### src/sv/lsp_pkg.sv
// shared types, codes and sizes for the lifo stack with peek
`timescale 1ns / 1ps
package lsp_pkg;

	localparam int DEPTH  = 16;
	localparam int CNT_W  = $clog2(DEPTH + 1);
	localparam int ADDR_W = $clog2(DEPTH);

	localparam int CMD_W  = 3;
	localparam int WORD_W = 32;
	localparam int POS_W  = 5;
	localparam int CAP_W  = 5;
	localparam int ST_W   = 2;
	localparam int CMP_W  = (CNT_W > POS_W) ? CNT_W : POS_W;

	localparam int IN_W   = CMD_W + WORD_W + POS_W;
	localparam int IN_TW  = ((IN_W + 7) / 8) * 8;

	localparam logic [CAP_W-1:0] CAP_RESET = CAP_W'(16);

	// command codes
	localparam logic [CMD_W-1:0] CMD_PUSH   = 3'd0;
	localparam logic [CMD_W-1:0] CMD_POP    = 3'd1;
	localparam logic [CMD_W-1:0] CMD_PEEK   = 3'd2;
	localparam logic [CMD_W-1:0] CMD_TOP    = 3'd3;
	localparam logic [CMD_W-1:0] CMD_BOTTOM = 3'd4;
	localparam logic [CMD_W-1:0] CMD_DUMP   = 3'd5;

	// status codes
	localparam logic [ST_W-1:0] ST_OK     = 2'd0;
	localparam logic [ST_W-1:0] ST_OVER   = 2'd1;
	localparam logic [ST_W-1:0] ST_UNDER  = 2'd2;
	localparam logic [ST_W-1:0] ST_BADPOS = 2'd3;

	// register index (byte address bit 2)
	localparam logic REG_CAPACITY = 1'b0;

	typedef enum logic [1:0] {
		S_IDLE,
		S_EXEC,
		S_DUMP,
		S_OUT
	} state_t;

	typedef struct packed {
		logic load;
		logic exec;
		logic exec_next;
	} dp_cmd_t;

	typedef struct packed {
		logic cmd_valid;
		logic more;
	} dp_stat_t;

endpackage

### src/sv/lsp_dp.sv
// stack datapath: entry memory, occupancy count, address and status logic
`timescale 1ns / 1ps
module lsp_dp (
	input  logic                        clk,
	input  logic                        arst_n,
	input  lsp_pkg::dp_cmd_t            cmd,
	output lsp_pkg::dp_stat_t           stat,
	input  logic [lsp_pkg::IN_W-1:0]    in_word,
	input  logic [lsp_pkg::CAP_W-1:0]   capacity,
	output logic [lsp_pkg::WORD_W-1:0]  data,
	output logic [lsp_pkg::ST_W-1:0]    status,
	output logic                        last
);
	import lsp_pkg::*;

	logic [WORD_W-1:0] mem [DEPTH];
	logic [WORD_W-1:0] rdata_q;

	logic [CMD_W-1:0]  cmd_q;
	logic [WORD_W-1:0] val_q;
	logic [POS_W-1:0]  pos_q;
	logic [CNT_W-1:0]  count_q;
	logic [ADDR_W-1:0] idx_q;
	logic [ST_W-1:0]   status_q;
	logic              last_q;
	logic              zero_q;

	logic [ST_W-1:0]   st_c;
	logic              last_c;
	logic              zero_c;
	logic              we_c;
	logic              re_c;
	logic [ADDR_W-1:0] addr_c;
	logic [CNT_W-1:0]  cnt_nxt;
	logic [CNT_W-1:0]  cnt_m1;
	logic [CMP_W-1:0]  cnt_ext;
	logic [CMP_W-1:0]  pos_ext;
	logic [CMP_W-1:0]  cap_ext;
	logic [CMP_W-1:0]  peek_diff;
	logic              empty;
	logic              full;
	logic              bad_pos;
	logic              do_exec;

	assign do_exec   = cmd.exec | cmd.exec_next;
	assign cnt_m1    = count_q - CNT_W'(1);
	assign cnt_ext   = CMP_W'(count_q);
	assign pos_ext   = CMP_W'(pos_q);
	assign cap_ext   = CMP_W'(capacity);
	assign peek_diff = cnt_ext - pos_ext;
	assign empty     = (count_q == '0);
	// capacity above the array depth is limited by the array itself
	assign full      = (cnt_ext >= cap_ext) || (count_q == CNT_W'(DEPTH));
	assign bad_pos   = (pos_q == '0) || (pos_ext > cnt_ext);

	always_comb begin
		st_c    = ST_OK;
		last_c  = 1'b1;
		zero_c  = 1'b1;
		we_c    = 1'b0;
		re_c    = 1'b0;
		addr_c  = '0;
		cnt_nxt = count_q;
		if (cmd.exec_next) begin
			// next dump entry, one below the last one read
			addr_c = idx_q - ADDR_W'(1);
			re_c   = 1'b1;
			zero_c = 1'b0;
			last_c = (addr_c == '0);
		end else begin
			case (cmd_q)
				CMD_PUSH: begin
					if (full) begin
						st_c = ST_OVER;
					end else begin
						we_c    = 1'b1;
						addr_c  = count_q[ADDR_W-1:0];
						cnt_nxt = count_q + CNT_W'(1);
					end
				end
				CMD_PEEK: begin
					if (bad_pos) begin
						st_c = ST_BADPOS;
					end else begin
						re_c   = 1'b1;
						zero_c = 1'b0;
						addr_c = peek_diff[ADDR_W-1:0];
					end
				end
				CMD_POP, CMD_TOP, CMD_BOTTOM, CMD_DUMP: begin
					if (empty) begin
						st_c = ST_UNDER;
					end else begin
						re_c   = 1'b1;
						zero_c = 1'b0;
						addr_c = (cmd_q == CMD_BOTTOM) ? '0 : cnt_m1[ADDR_W-1:0];
						if (cmd_q == CMD_POP) begin
							cnt_nxt = cnt_m1;
						end
						if (cmd_q == CMD_DUMP) begin
							last_c = (cnt_m1 == '0);
						end
					end
				end
				default: begin
				end
			endcase
		end
	end

	always_ff @(posedge clk or negedge arst_n) begin
		if (!arst_n) begin
			count_q <= '0;
		end else if (cmd.exec) begin
			count_q <= cnt_nxt;
		end
	end

	always_ff @(posedge clk) begin
		if (cmd.load) begin
			cmd_q <= in_word[CMD_W-1:0];
			val_q <= in_word[CMD_W+WORD_W-1:CMD_W];
			pos_q <= in_word[IN_W-1:CMD_W+WORD_W];
		end
		if (do_exec) begin
			status_q <= st_c;
			last_q   <= last_c;
			zero_q   <= zero_c;
			idx_q    <= addr_c;
		end
	end

	// entry memory, one port, registered read
	always_ff @(posedge clk) begin
		if (do_exec && we_c) begin
			mem[addr_c] <= val_q;
		end
		if (do_exec && re_c) begin
			rdata_q <= mem[addr_c];
		end
	end

	assign data   = zero_q ? '0 : rdata_q;
	assign status = status_q;
	assign last   = last_q;

	assign stat.cmd_valid = (cmd_q <= CMD_DUMP);
	assign stat.more      = (cmd_q == CMD_DUMP) && (status_q == ST_OK) && !last_q;

endmodule

### src/sv/lsp_ctrl.sv
// stack controller: sequences accept, execute and result handoff
`timescale 1ns / 1ps
module lsp_ctrl (
	input  logic               clk,
	input  logic               arst_n,
	input  logic               s_tvalid,
	output logic               s_tready,
	output logic               m_tvalid,
	input  logic               m_tready,
	output lsp_pkg::dp_cmd_t   cmd,
	input  lsp_pkg::dp_stat_t  stat
);
	import lsp_pkg::*;

	state_t state_q;
	state_t state_nxt;

	always_ff @(posedge clk or negedge arst_n) begin
		if (!arst_n) begin
			state_q <= S_IDLE;
		end else begin
			state_q <= state_nxt;
		end
	end

	always_comb begin
		state_nxt = state_q;
		unique case (state_q)
			S_IDLE: begin
				if (s_tvalid) state_nxt = S_EXEC;
			end
			S_EXEC: begin
				state_nxt = stat.cmd_valid ? S_OUT : S_IDLE;
			end
			S_DUMP: begin
				state_nxt = S_OUT;
			end
			S_OUT: begin
				if (m_tready) state_nxt = stat.more ? S_DUMP : S_IDLE;
			end
			default: state_nxt = S_IDLE;
		endcase
	end

	always_comb begin
		s_tready      = 1'b0;
		m_tvalid      = 1'b0;
		cmd.load      = 1'b0;
		cmd.exec      = 1'b0;
		cmd.exec_next = 1'b0;
		unique case (state_q)
			S_IDLE: begin
				s_tready = 1'b1;
				cmd.load = s_tvalid;
			end
			S_EXEC: cmd.exec = 1'b1;
			S_DUMP: cmd.exec_next = 1'b1;
			S_OUT:  m_tvalid = 1'b1;
			default: begin
			end
		endcase
	end

endmodule

### src/sv/lifo_stack_with_peek.sv
// top level of the lifo stack with peek: stream ports, register port, assertions
`timescale 1ns / 1ps
// usage
//   slave stream carries one command word: command, push value and peek position
//   master stream returns result words: read data, status in tuser, tlast on the
//   final word caused by a command
//   apb register 0 holds capacity (reset 16); write it only while the block is idle
// sequencing
//   one command at a time: accept state, execute state (memory access), then the
//   result sits in the output register until the receiver takes it; a dump
//   alternates a read state and the output state for each entry, each read going
//   through the single registered read port of the entry memory
//   command codes 6 and 7 give no word
// reset and stall
//   reset empties the stack (count zero) and restores capacity; entry contents
//   are not cleared, they are only read once written
//   while the receiver stalls the result word holds and no command is accepted
module lifo_stack_with_peek (
	input  logic                        clk,
	input  logic                        arst_n,
	// command word, lsb up: command[2:0], push_value[34:3], position[39:35]
	input  logic                        s_tvalid,
	output logic                        s_tready,
	input  logic [lsp_pkg::IN_TW-1:0]   s_tdata,
	// result word, lsb up: data[31:0]
	output logic                        m_tvalid,
	input  logic                        m_tready,
	output logic [lsp_pkg::WORD_W-1:0]  m_tdata,
	// result flags, lsb up: status[1:0]
	output logic [lsp_pkg::ST_W-1:0]    m_tuser,
	output logic                        m_tlast,
	// register port
	input  logic                        psel,
	input  logic                        penable,
	input  logic                        pwrite,
	input  logic [2:0]                  paddr,
	input  logic [31:0]                 pwdata,
	output logic [31:0]                 prdata,
	output logic                        pready
);
	import lsp_pkg::*;

	dp_cmd_t          dp_cmd;
	dp_stat_t         dp_stat;
	logic [CAP_W-1:0] capacity_q;
	logic             cfg_wr;

	// register port, zero wait states
	assign pready = 1'b1;
	assign cfg_wr = psel && penable && pwrite && pready && (paddr[2] == REG_CAPACITY);

	always_ff @(posedge clk or negedge arst_n) begin
		if (!arst_n) begin
			capacity_q <= CAP_RESET;
		end else if (cfg_wr) begin
			capacity_q <= pwdata[CAP_W-1:0];
		end
	end

	// addresses beyond the register list read as zero
	assign prdata = (paddr[2] == REG_CAPACITY) ? {{(32-CAP_W){1'b0}}, capacity_q} : '0;

	lsp_ctrl u_ctrl (
		.clk      (clk),
		.arst_n   (arst_n),
		.s_tvalid (s_tvalid),
		.s_tready (s_tready),
		.m_tvalid (m_tvalid),
		.m_tready (m_tready),
		.cmd      (dp_cmd),
		.stat     (dp_stat)
	);

	lsp_dp u_dp (
		.clk      (clk),
		.arst_n   (arst_n),
		.cmd      (dp_cmd),
		.stat     (dp_stat),
		.in_word  (s_tdata[IN_W-1:0]),
		.capacity (capacity_q),
		.data     (m_tdata),
		.status   (m_tuser),
		.last     (m_tlast)
	);

	// no command taken while a result word is pending
	a_one_at_a_time: assert property (@(posedge clk) disable iff (!arst_n)
		!(m_tvalid && s_tready))
		else $error("command accepted while a result is pending");

	// an error result always ends its command and carries zero data
	a_error_is_last: assert property (@(posedge clk) disable iff (!arst_n)
		(m_tvalid && (m_tuser != ST_OK)) |-> (m_tlast && (m_tdata == '0)))
		else $error("error result not final or carries data");

	// after a non-final dump word is taken, the next word follows once the dump read state has passed
	a_dump_continues: assert property (@(posedge clk) disable iff (!arst_n)
		(m_tvalid && m_tready && !m_tlast) |=> ##1 m_tvalid)
		else $error("dump sequence broken");

endmodule

### config.mk
export PLATFORM = sky130hd
export DESIGN_NAME = lifo_stack_with_peek
export DESIGN_NICKNAME = d
export VERILOG_FILES = /design/src/sv/lsp_pkg.sv /design/src/sv/lsp_dp.sv /design/src/sv/lsp_ctrl.sv /design/src/sv/lifo_stack_with_peek.sv
export SDC_FILE = /design/constraint.sdc
export NUM_CORES = 1
export LEC_CHECK = 0
export BUFFER_PORTS_ARGS = -buffer_cell sky130_fd_sc_hd__buf_2
export CAP_MARGIN = 15
export CORE_ASPECT_RATIO = 0.6
export CORE_MARGIN = 2
export CORE_UTILIZATION = 31
export CTS_CLUSTER_DIAMETER = 40
export DETAILED_ROUTE_END_ITERATION = 6
export GPL_ROUTABILITY_DRIVEN = 0
export HOLD_SLACK_MARGIN = 0.12
export PLACE_DENSITY_LB_ADDON = 0.08
export SLEW_MARGIN = 40
export SYNTH_ARGS = -nofsm -noshare
export SYNTH_HDL_FRONTEND = slang
export SYNTH_HIERARCHICAL = 1
export SYNTH_SLANG_ARGS = --single-unit
export TNS_END_PERCENT = 10
### constraint.sdc
create_clock -name clk -period 7.55 [get_ports clk]
set_input_delay 0 -clock clk [delete_from_list [all_inputs] [get_ports clk]]
set_output_delay 0 -clock clk [all_outputs]
set_load 0.05 [all_outputs]
Word level (Yosys, flattened, before mapping):

Memory sizes are Yosys's and may differ from the RTL's. A register that Yosys moved wholly into a read port is not among the register bits.
Index checks and enable logic that the tools add are counted.

* register bits: 60
* RAM bits: 512
* input bits: 82
* logic and storage cells: 98
* memories kept: 1

* add/sub/neg operators: 4
* order comparisons: 3
* equal/unequal tests: 14
* muxes and demuxes: 42
* bitwise gates (word level): 3
* reductions and logical operators: 21

Memory list
* u_dp.mem: words 16, bits a word 32, read ports 1, clocked after memory_dff 1, wr ports 1, line lsp_dp.sv:16 `logic [WORD_W-1:0] mem [DEPTH];`

Operators with widths (number)
* $mux W32: 1
* $mux W1: 20
* $mux W4: 5
* $mux W5: 4
* $logic_not A5 Y1: 3
* $mux W2: 6
* $pmux W4 S3: 1
* $pmux W5 S2: 1
* $ne A2 B2 Y1 const B: 4
* $pmux W2 S4: 1
* $logic_and A1 B1 Y1: 7
* $eq A3 B2 Y1 const B: 2
* $eq A3 B3 Y1 const B: 2
* $pmux W2 S3: 1
* $reduce_and A6 Y1: 1
* $add A5 B1 Y5 const B: 1
* $eq A5 B5 Y1 const B: 1
* $ge A5 B5 Y1: 1
* $gt A5 B5 Y1: 1
* $sub A5 B1 Y5 const B: 1
* $eq A2 B2 Y1 const B: 2
* $logic_not A2 Y1: 2
* $logic_not A4 Y1: 1
* $pmux W1 S2: 2
* 14 further kinds: 16

Longest topological paths before layout:

* word-level depth: 8
* gate-level depth with buffers: 16

Hierarchy:

Netlist, hierarchy kept.

By module, submodules not included
* lsp_dp: times used 1, cells an instance 1509, area each 23602.6 um^2, sequential area each 17902.2 um^2
* lifo_stack_with_peek: times used 1, cells an instance 46, area each 467.9 um^2, sequential area each 126.4 um^2
* lsp_ctrl: times used 1, cells an instance 14, area each 136.4 um^2, sequential area each 50.0 um^2

Worst setup path after synthesis:

No wires, ideal clock.

* path type: register -> register
* start: register u_dp.count_q[0], in the netlist u_dp/cnt_ext[0]
* end: memory u_dp.mem[10][0] (enable)
* library setup time: 421 ps
* arrival time: 3828 ps
* required time: 7129 ps
* path slack: 3301 ps
* cell stages (with the launch flop): 15
* buffers on the path: 4
* cells stage by stage: dfrtp_1 inv_1 ha_1 nand2b_1 a31oi_1 o21ai_1 or4_1 a21o_1 buf_4 inv_2 buf_6 buf_6 buf_6 nand2_1 nor2_1

* elaborated cells on any way between the ends: 20
* classes of those cells: 2 x add/sub; 2 x order compare; 1 x eq/ne; 11 x mux; 4 x reduce/logical

RTL lines
* start: declaration: line lsp_dp.sv:22 `logic [CNT_W-1:0] count_q;`
* start signal: assignment: line lsp_dp.sv:115 `count_q <= cnt_nxt;`
* $sub A5 B1 Y5, or another cell as far along: line lsp_dp.sv:46 `assign cnt_m1 = count_q - CNT_W'(1);`
* $mux W4, or another cell as far along: line lsp_dp.sv:96 `addr_c = (cmd_q == CMD_BOTTOM) ? '0 : cnt_m1[ADDR_W-1:0];`
* $mux W4 (on tied branches): line lsp_dp.sv:91, lsp_dp.sv:73, lsp_dp.sv:82
* $pmux W4 S3 *: line lsp_dp.sv:71 `case (cmd_q)`
* $mux W4 *: line lsp_dp.sv:64 `if (cmd.exec_next) begin`
* net u_dp.addr_c[1]: line lsp_dp.sv:33 `logic [ADDR_W-1:0] addr_c;`
* end: declaration: line lsp_dp.sv:16

Mark *: on every way through the listed nets, which the timed path passes. The rest lies on a longest branch.

Worst setup path in the final report:

* start: register u_dp.count_q[2], in the netlist u_dp/cnt_ext[2]
* end: memory u_dp.mem[13][13] (enable)

* word-level cells in the longest chain between the ends: 8
* elaborated cells on any way between the ends: 20
* classes of those cells: 2 x add/sub; 2 x order compare; 1 x eq/ne; 11 x mux; 4 x reduce/logical

Ends and longest elaborated chain
* $ge A5 B5 Y1 or $eq A5 B5 Y1 (tied branches): line lsp_dp.sv:53 `assign full = (cnt_ext >= cap_ext) || (count_q == CNT_W'(DEPTH));`
* $logic_or A1 B1 Y1: line lsp_dp.sv:53
* $mux W1: line lsp_dp.sv:73 `if (full) begin`
* $mux W1: line lsp_dp.sv:71
* $mux W1: line lsp_dp.sv:64
* $logic_and A1 B1 Y1: line lsp_dp.sv:135 `if (do_exec && we_c) begin`
* $mux W1: line lsp_dp.sv:135
* $mux W1 (implied by the code): line lsp_dp.sv:136 `mem[addr_c] <= val_q;`

Several ways; a longest one is shown, not always the timed one.

==> metrics.txt <==
vias in the first global route 13881; DRT antenna net count 0; commonest cells after routing, fill and taps aside edfxtp_1, a21oi_1, nand2_1; Finished Layout Cells 2895; dpl cells 2658; Max rail drop VDD 0.4235 mV; critical path type reg2reg; Setup Buffers After CTS 0; Top Ports 152; pre-CTS WS 2.285 ns; DR WL met3 2831 µm; CTS tree yes; Slew @ Worst Pin 0.8279 ns; via count 13967; Core Footprint 77400 µm²; Final nets 1883; initial antenna violation count 0; Post-synth EDFFs 592; Slew Limit Fails 0; maximum number of pins on one net before global-route repair 143; Peak Freq 187.6 MHz; Synth Flop Type edfxtp_1; share of synthesized registers carrying an async set or reset 0.01987; Initial DRT Pass Iterations 5; hold_sp s_tdata[34]; Yosys top cell area share 0.7344; M1 wire length 33160 µm; Final Setup Violations 0; GRT Util Overall 0.1633; P per Cell Area 423.2 nW/µm²; # H-tree levels 3; layout cells sized above 1 0.1743; post-route DRC violation count 0; top layer used by detailed routing met4; status completed; worst relative slew slack 0.4467; Final Cycle Share 0.7059; cts hold-fix bufs 93; worst r2r src u_dp/cnt_ext[2]; Design Area, Final 29600 µm²; crit path from u_dp/cnt_ext[2]; num rows 79; Layout area overhead 22.29%; worst endpoint required time 7.83 ns; worst-case clock buffer depth 3; number of buffers created by CTS 80; setup_tns 0 ns; die area 80410 µm²; CP Launch Type register; Leakage 10.50 nW; Mapped Cells 1569; initial core utilization 0.3128; most common cell after layout, fill and taps aside edfxtp_1; synth warn 6; top cells by area in the synthesized netlist edfxtp_1, a21oi_1, mux2i_1, nand2_1, a221o_1; 1st-iter DRT viols 1180; first-pass GRT wire length 95350 µm; synth unique cells 60; max-cap violation count 0; RSZ-0062 raised after global routing no; DPL Wire Length 35100 µm; Die Span X 364.8 µm; DIE HEIGHT 220.5 µm; Placed Area 25930 µm²; final hold violations 0; WL/cell 22.52 µm; final worst slack 2.220 ns; Avg Synthesized Cell Area 15.43 µm²; metal2 WL 27850 µm; ANT cells 0; clock sinks 604; worst hold slack 0.1464 ns; clk root buf clkbuf_16; Max Clock Skew 0.04179 ns; sequential area share after synthesis 0.7468; vias per cell 4.825; mapped cell area 24210 µm²; arrival time worst endpoint 5.61 ns; Period minus WS final 5.330 ns; post-cts repair resize count 0; CP max FO 33; crit end category register; R2R Setup Slk 2.22 ns; final wirelength 65200 µm; Worst Hold Class in2reg; post-synth top area cell edfxtp_1; Worst-path clk slew 0.05 ns; Synth Register Bits 604; port bufs 94; Clock Latency Late Sink 0.63 ns; total grt overflow 0
==> cells by family (layout without fill, tap and decap cells) <==
logic type / Yosys count / count (layout) / synth area share
buffers and inverters: 149 / 396 / 0.03236
multiplexers: 102 / 102 / 0.04244
flip-flops: 604 / 604 / 0.7468
AO/OA/AOI/OAI: 365 / 365 / 0.1032
other: 2 / 28 / 0.0003102
XOR/XNOR: 9 / 9 / 0.003257
adder cells (fa/ha/maj): 20 / 20 / 0.01065
AND/OR/NAND/NOR: 318 / 318 / 0.06099
==> registers in the layout (all words and copies together), names as in the netlist, 3 cells and up <==
name          flops
u_dp/cnt_ext      5
u_dp/mem        512
u_dp/val_q       32
capacity_q        5
u_dp/cmd_q        3
u_dp/pos_ext      5
u_dp/idx_q        4
u_dp/rdata_q     32
==> report_power, final <==
part	switching, mW	leakage, nW	internal [mW]
Sequential	0.174	5.49	4.05
Clock	1.51	1.30	2.33
Combinational	3.04	3.71	1.42
==> path summary, 6_finish.rpt <==
kind | endpoint | cells past startpoint
setup / recovery | u_dp/mem[13][13] | 13
hold / removal | u_dp/val_q[31] | 2
setup reg to reg | u_dp/mem[13][13] | 13
hold reg to reg | u_ctrl/state_q[0] | 1
min in group asynchronous | u_ctrl/state_q[1] | 3
max in group asynchronous | capacity_q[0] | 3
==> critical path: stages, from the launching register on <==
cell and delay (ns):
dfrtp_1 0.70, inv_2 0.14, ha_1 0.38, nand3_1 0.13
a21oi_1 0.06, o21ai_0 0.54, a31oi_1 0.21, o22ai_1 0.39
nor2_1 0.19, nor2_4 0.13, buf_4 0.56, inv_1 0.36
nor2_4 0.74, buf_4 0.43
==> routing by layer <==
layer	up-vias	GRT usage
met5	-	0
met4	0	0.04532
met3	91	0.03013
met2	308	0.2409
met1	7099	0.2451
li1	6469	-
==> cell type report <==
cell class,instances,area (µm²)
Tap cell,1053,1318
Fill cell,7232,47790
Multi-Input combinational cell,842,5600
Clock buffer,88,2117
Clock inverter,55,591.8
Timing Repair Buffer,224,1775
Inverter,29,121.4
Sequential cell,604,18080
==> Yosys cell counts (all sizes together) (3+ instances only) <==
library cell	count
edfxtp	592
xnor2	7
o21ai	10
ha	19
nor2	31
a22oi	32
nand2b	6
a21oi	202
nand3	37
nor3	6
mux2	5
a31oi	5
or2	3
mux2i	97
and2	3
nand4	3
a21o	3
nor4	4
a221o	64
inv	29
nor3b	3
buf	78
or4	3
nor2b	35
a221oi	33
nand2	175
dfrtp	11
clkbuf	42
and2b	6
==> through the flow <==
stage          utilization  power (mW)
3_5_place_dp        0.3350       8.791
5_1_grt             0.3825       13.26
4_1_cts             0.3821       12.72
2_1_floorplan            -       7.443
6_report            0.3825       12.53
3_3_place_gp        0.3340       8.765
Note: power is estimated with default switching activity, not from simulation.
